## config.mk

```make
export PLATFORM = sky130hd
export DESIGN_NAME = lis_ctrl
export DESIGN_NICKNAME = d
export VERILOG_FILES = /design/src/hdl/lis_pkg.sv /design/src/hdl/lis_ctrl.sv
export SDC_FILE = /design/constraint.sdc
export NUM_CORES = 1
export LEC_CHECK = 0
export ABC_AREA = 1
export BUFFER_PORTS_ARGS = -buffer_cell sky130_fd_sc_hd__buf_2
export CAP_MARGIN = 10
export CORE_UTILIZATION = 30
export DETAILED_ROUTE_END_ITERATION = 8
export PLACE_DENSITY = 0.69
export SLEW_MARGIN = 20
export SYNTH_ARGS = -nofsm -noshare
export SYNTH_HDL_FRONTEND = slang
export SYNTH_SLANG_ARGS = --single-unit
```

## constraint.sdc

```tcl
create_clock -name clk -period 1.3 [get_ports clk]
set_input_delay 0.065 -clock clk [delete_from_list [all_inputs] [get_ports clk]]
set_output_delay 0.065 -clock clk [all_outputs]
set_load 0.05 [all_outputs]
```

## src/hdl/lis_pkg.sv

```systemverilog
// ----------------------------------------------------------------------------
// LIS package
// Shared types and constants for the longest increasing subsequence core.
// ----------------------------------------------------------------------------
package lis_pkg;

    localparam int MAX_ITEMS = 64;
    localparam int IDX_W     = $clog2(MAX_ITEMS);
    localparam int CNT_W     = IDX_W + 1;
    localparam int DATA_W    = 32;

    typedef logic signed [DATA_W-1:0] sample_t;
    typedef logic [IDX_W-1:0]          idx_t;
    typedef logic [CNT_W-1:0]          cnt_t;

    typedef struct packed {
        sample_t sample;
        logic    final_item;
    } in_item_t;

    typedef struct packed {
        sample_t element;
        logic    run_end;
        logic    dropped;
    } out_item_t;

    typedef enum logic [3:0] {
        ST_IDLE,
        ST_SRCH,
        ST_SWAIT,
        ST_SCMP,
        ST_CHK,
        ST_CWAIT,
        ST_UPD,
        ST_TSTART,
        ST_TWAIT,
        ST_TSTEP,
        ST_EMIT,
        ST_EWAIT,
        ST_OUT
    } state_t;

    typedef struct packed {
        logic store_in;
        logic srch_rd;
        logic srch_cmp;
        logic chk_rd;
        logic upd;
        logic seq_clr;
        logic trace_init;
        logic trace_rd;
        logic trace_step;
        logic emit_init;
        logic emit_rd;
        logic emit_load;
        logic emit_adv;
    } cmd_t;

    typedef struct packed {
        logic full;
        logic srch_done;
        logic trace_done;
        logic trace_empty;
        logic emit_last;
        logic last_item;
    } sts_t;

endpackage

```

## src/hdl/lis_ctrl.sv

```systemverilog
// ----------------------------------------------------------------------------
// LIS controller
// Sequences search, table update, trace-back and emission.
// ----------------------------------------------------------------------------
module lis_ctrl
(
    input  logic          clk,
    input  logic          rst_n,
    input  logic          in_valid,
    output logic          in_ready,
    output logic          out_load,
    input  logic          out_free,
    input  lis_pkg::sts_t sts,
    output lis_pkg::cmd_t cmd
);
    import lis_pkg::*;

    state_t state_reg, state_next;

    always_ff @(posedge clk or negedge rst_n)
    begin
        if (!rst_n)
        begin
            state_reg <= ST_IDLE;
        end
        else
        begin
            state_reg <= state_next;
        end
    end

    always_comb
    begin
        state_next = state_reg;
        unique case (state_reg)
            ST_IDLE:
            begin
                if (in_valid)
                begin
                    state_next = ST_SRCH;
                end
            end
            ST_SRCH:
            begin
                if (sts.full)
                begin
                    state_next = sts.last_item ? ST_TSTART : ST_IDLE;
                end
                else if (sts.srch_done)
                begin
                    state_next = ST_CHK;
                end
                else
                begin
                    state_next = ST_SWAIT;
                end
            end
            ST_SWAIT:  state_next = ST_SCMP;
            ST_SCMP:   state_next = ST_SRCH;
            ST_CHK:    state_next = ST_CWAIT;
            ST_CWAIT:  state_next = ST_UPD;
            ST_UPD:    state_next = sts.last_item ? ST_TSTART : ST_IDLE;
            ST_TSTART: state_next = sts.trace_empty ? ST_IDLE : ST_TWAIT;
            ST_TWAIT:  state_next = ST_TSTEP;
            ST_TSTEP:  state_next = sts.trace_done ? ST_EMIT : ST_TWAIT;
            ST_EMIT:   state_next = ST_EWAIT;
            ST_EWAIT:  state_next = ST_OUT;
            ST_OUT:
            begin
                if (out_free)
                begin
                    state_next = sts.emit_last ? ST_IDLE : ST_EWAIT;
                end
            end
            default:   state_next = ST_IDLE;
        endcase
    end

    always_comb
    begin
        cmd      = '0;
        in_ready = 1'b0;
        out_load = 1'b0;
        unique case (state_reg)
            ST_IDLE:
            begin
                in_ready     = 1'b1;
                cmd.store_in = in_valid;
            end
            ST_SRCH:
            begin
                cmd.srch_rd   = !sts.full && !sts.srch_done;
                cmd.seq_clr   = 1'b0;
                cmd.trace_init = sts.full && sts.last_item;
            end
            ST_SWAIT:  cmd.srch_rd  = 1'b0;
            ST_SCMP:   cmd.srch_cmp = 1'b1;
            ST_CHK:    cmd.chk_rd   = 1'b1;
            ST_CWAIT:  cmd.chk_rd   = 1'b0;
            ST_UPD:
            begin
                cmd.upd        = 1'b1;
                cmd.trace_init = sts.last_item;
            end
            ST_TSTART:
            begin
                cmd.trace_rd = !sts.trace_empty;
                cmd.seq_clr  = sts.trace_empty;
            end
            ST_TWAIT:  cmd.trace_rd = 1'b0;
            ST_TSTEP:
            begin
                cmd.trace_step = 1'b1;
                cmd.trace_rd   = !sts.trace_done;
                cmd.emit_init  = sts.trace_done;
            end
            ST_EMIT:   cmd.emit_rd = 1'b1;
            ST_EWAIT:  cmd.emit_rd = 1'b0;
            ST_OUT:
            begin
                out_load      = out_free;
                cmd.emit_load = out_free;
                cmd.emit_adv  = out_free;
                cmd.emit_rd   = out_free && !sts.emit_last;
                cmd.seq_clr   = out_free && sts.emit_last;
            end
            default: cmd = '0;
        endcase
    end

`ifndef ASSERT_OFF
    a_ready_idle: assert property (@(posedge clk) disable iff (!rst_n)
        in_ready |-> state_reg == ST_IDLE)
        else $error("input taken outside idle");
    a_accept_search: assert property (@(posedge clk) disable iff (!rst_n)
        (in_valid && in_ready) |=> state_reg == ST_SRCH)
        else $error("accepted transaction did not start search");
    a_load_free: assert property (@(posedge clk) disable iff (!rst_n)
        out_load |-> out_free)
        else $error("result loaded into busy output");
`endif
endmodule

```

* Yosys cells after proc, flatten, opt, wreduce, memory -nomap -nowiden
Index checks and enable logic that the tools add are counted.
** Storage, ports and cells
- Output and inout port bits :: 15
- Memory bits (writable) :: 0
- Bits in registers :: 4
- Bits in latches :: 0
- Memories kept :: 0
- Word-level logic and storage cells :: 48
- Input port bits :: 10
- ROM bits :: 0
** Cells by class
- Muxes and demuxes :: 22
- Shift operators :: 0
- Add/subtract/negate cells :: 0
- Div/mod/pow operators :: 0
- Eq/ne operators :: 14
- $mul :: 0
- Reduce and logical (&&, ||, !) cells :: 11
- Bitwise gates (word level) :: 0
- Magnitude comparators :: 0
** Operators with widths (count)
- 4-bit one-hot mux with 13 select lines :: 1
- 4-bit == test, second input constant :: 5
- 4-bit by 3-bit == test with 1-bit output, second input constant :: 4
- 4-bit two-way mux :: 4
- 3-bit two-way mux :: 3
- 4-bit by 2-bit == test with 1-bit output, second input constant :: 2
- 1-bit one-hot mux with 2 select lines :: 4
- 1-bit two-way mux :: 7
- 2-bit two-way mux :: 3
- 1-bit zero test :: 5
- 4-bit by 1-bit == test with 1-bit output, second input constant :: 1
- 1-bit logical AND :: 4
- 4-bit zero test :: 1
- 2-bit != test, second input constant :: 2
- 2-bit AND reduction :: 1

* Logic depth before layout (Yosys ltp)
- Word-level depth :: 3
- Depth in mapped cells :: 7
- Mapped depth without buffers :: 7

* Worst setup path after synthesis
Ideal clock, no wire load.
- Path type :: register -> output
- From :: register state_reg[0]
- To :: output port cmd[2] (netlist name)
- Buffers on the path :: 0
- Arrival :: 1.865 ns
- Required time :: 1.235 ns
- Stages on the path, launching flop included :: 4
- Path slack :: -0.630 ns
- Path through :: dfrtp_1 nor2_1 nand4_1 o21ai_0
** RTL lines
- start: declaration :: line lis_ctrl.sv:18 : state_t state_reg, state_next;
- start signal: assignment :: line lis_ctrl.sv:28 : state_reg <= state_next;
- end: declaration :: line lis_ctrl.sv:14 : output lis_pkg::cmd_t cmd

==> run_results.csv <==
group,metric,value,unit
clock_network,cts_sinks,4,
timing,slew_headroom,80.9,%
timing,finalMaxSlewViolations,0,
logic_synthesis,synth_top_family_by_area,"simple AND/OR/NAND/NOR gates",
clock_network,cts_root_buf,"clkbuf_4",
clock_network,numCtsBuffers,3,
worst_setup_path,crit_required,1240,ps
worst_setup_path,startpoint_type,"flop",
worst_setup_path,worst-path-max-fanout,6,
cells_and_area,register_area,105,sq um
timing,tns,-925,ps
cells_and_area,fillers,123,
logic_synthesis,syn-num-nets,91,
timing,tightest_slew,284,ps
logic_synthesis,synth.avg_cell_area,5.76,sq um
timing,hold_violations,0,
floorplan,pin_count,25,
floorplan,die_h,41.4,um
logic_synthesis,synth-compound-area-share,10.5,%
placement,io_buffers,24,
floorplan,dieArea,1720,sq um
power,vdd.ir_drop.worst,1430,uV
timing,rsz0062_at_grt,"true",
global_routing,grt_remaining_overflow,0,
placement,place_congestion,0.903,
cells_and_area,largest_reg_flops,4,
logic_synthesis,synth_seq_cells,4,
timing,period_needed,1420,ps
cells_and_area,final_common_cell,"nand2_1",
logic_synthesis,syn_inst,81,
detailed_routing,drt-vias-per-instance,4.80,
logic_synthesis,yosysSeqAreaShare,21.4,%
global_routing,grt_pass1_wl,2.08,mm
worst_setup_path,cp.arrival,1360,ps
detailed_routing,wl,1.44,mm
logic_synthesis,synth_adder_area_share,0,%
cells_and_area,antenna_cells,0,
global_routing,grt_pass1_vias,551,
flow_run,maxCapViolations,0,
floorplan,coreArea,1370,sq um
clock_network,htree_levels,1,
floorplan,die_w,41.4,um
power,powerDensity,2120,nW/um^2
cells_and_area,finish.utilization,62.9,%
detailed_routing,first_pass_iters,4,
logic_synthesis,yosysWarningCount,0,
logic_synthesis,syn_area,467,sq um
logic_synthesis,synth-simple-area-share,50.4,%
logic_synthesis,synth_xor_area_share,0,%
timing,finalCritPeriodShare,109,%
cells_and_area,multi_input_area,365,sq um
cells_and_area,final_cell_mix,"15 x nand2_1, 9 x inv_2, 9 x nand2_2, 9 x buf_2, 8 x inv_1",
clock_network,clockBufferDepth,2,
detailed_routing,ant_nets,0,
timing,worst_slack,-123,ps
worst_setup_path,cp-end-kind,"primary output",
detailed_routing,first_iter_violations,9,
detailed_routing,routedWlPerCell,11.5,um
clock_network,clk_pin_slew_worst_paths,40,ps
logic_synthesis,yosysTopAreaCell,"dfrtp_1",
cells_and_area,layout-drive-gt1-share,69.4,%
detailed_routing,vias,605,
global_routing,grt_usage,15.3,%
logic_synthesis,yosys.cell_types.count,19,
clock_network,insertion_delay,240,ps
cells_and_area,fin_nets,123,
global_routing,grt_max_degree,7,
logic_synthesis,netlist.area_leader.share,21.4,%
logic_synthesis,yosys-top-cells-area,"dfrtp_1 21%, nand2_1 18%, inv_1 12%, nor2_2 8.0%, nor2_1 6.4%",
power,power.leakage,0.458,nW
timing,setup_viol,14,
hold_path,hold_path.class,"in -> reg",
floorplan,fp-row-count,13,
worst_setup_path,worst_r2r_path_depth,7,
clock_network,cts_tree,"built",
placement,dp_hpwl,946,um
worst_setup_path,path_class,"reg -> out",
timing,clock-skew-final,3.50,ps
outcome,status,"finished, violations left",
outcome,violations,"negative setup slack",
timing,fmax,703,MHz
global_routing,antenna_found_initial,0,
floorplan,initial_utilization,34.2,%
logic_synthesis,synth_mux_area_share,0,%
cells_and_area,areaGrowthSynthToFinish,84.2,%
hold_path,holdPathStages,3,
detailed_routing,drc,0,
## kinds of logic (layout without fill, tap and decap cells)
logic type / after synthesis / count (layout)
and+or+nand+nor: 49 / 49
buffers and inverters: 20 / 50
AOI/OAI and AO/OA: 8 / 8
DFF: 4 / 4
## Yosys cell counts, drive strengths merged
library cell	count
dfrtp	4
nor3	2
nor2	15
nand4	1
inv	18
nand2	24
o21ai	5
a31oi	1
nand3	7
a21oi	2
buf	2
## path summary, 6_finish.rpt
kind                                          start                       end  slack (ps)
setup / recovery           state_reg[0]$_DFFE_PN0P_                    cmd[6]        -120
hold / removal                             in_valid  state_reg[0]$_DFFE_PN0P_         120
setup reg to reg           state_reg[0]$_DFFE_PN0P_  state_reg[1]$_DFFE_PN0P_          10
hold reg to reg            state_reg[2]$_DFFE_PN0P_  state_reg[3]$_DFFE_PN0P_         760
max in group asynchronous                     rst_n  state_reg[0]$_DFFE_PN0P_        1020
min in group asynchronous                     rst_n  state_reg[2]$_DFFE_PN0P_         150
## power breakdown
part / internal [mW] / switching, mW
logic: 0.463 / 0.886
registers: 0.194 / 0.121
clock network: 0.103 / 0.0534
total: 0.760 / 1.06
## metrics by stage
step	hold slack (ps)	area (sq um)	cells	power, mW	setup slack [ps]
after floorplan	-231	505	81	1.10	-266
after global placement	-131	629	120	1.31	19.4
after detailed placement	-129	629	120	1.31	-30.3
after CTS	144	802	125	1.70	-101
after global routing	148	860	126	1.93	-191
final	118	860	126	1.82	-123
## routing by layer
layer / track usage (%) / share of wire, % / up-vias
met1: 16.8 / 39 / 267
met4: 10.3 / 3.0 / 0
met3: 0.435 / 5.0 / 4
met2: 28.1 / 53 / 25
li1: - / - / 309
met5: 0 / 0 / -
## area by class of cell
class                   instances  share of cell area [%]
well taps                      15                    2.18
multi-input cells              57                    42.5
flip-flops and latches          4                    12.2
inverters                      18                    8.30
clock buffers                   3                    2.62
repair buffers                 29                    32.2
## critical path, cell delays in order (launching register included)
cell	delay [ps]
dfrtp_2	430
inv_2	70
nor2_4	220
nand3_2	150
nand2_2	110
buf_8	140
## what timing repair did
item                       in CTS  in global routing
pin swaps                       5                  9
hold buffers                    1                  0
setup buffers                   1                  1
gates resized for setup        46                 17
gates cloned                    0                  0
setup endpoints to repair      15                 17
hold endpoints to repair        4                  0
Power figures use the tool's default switching activity.
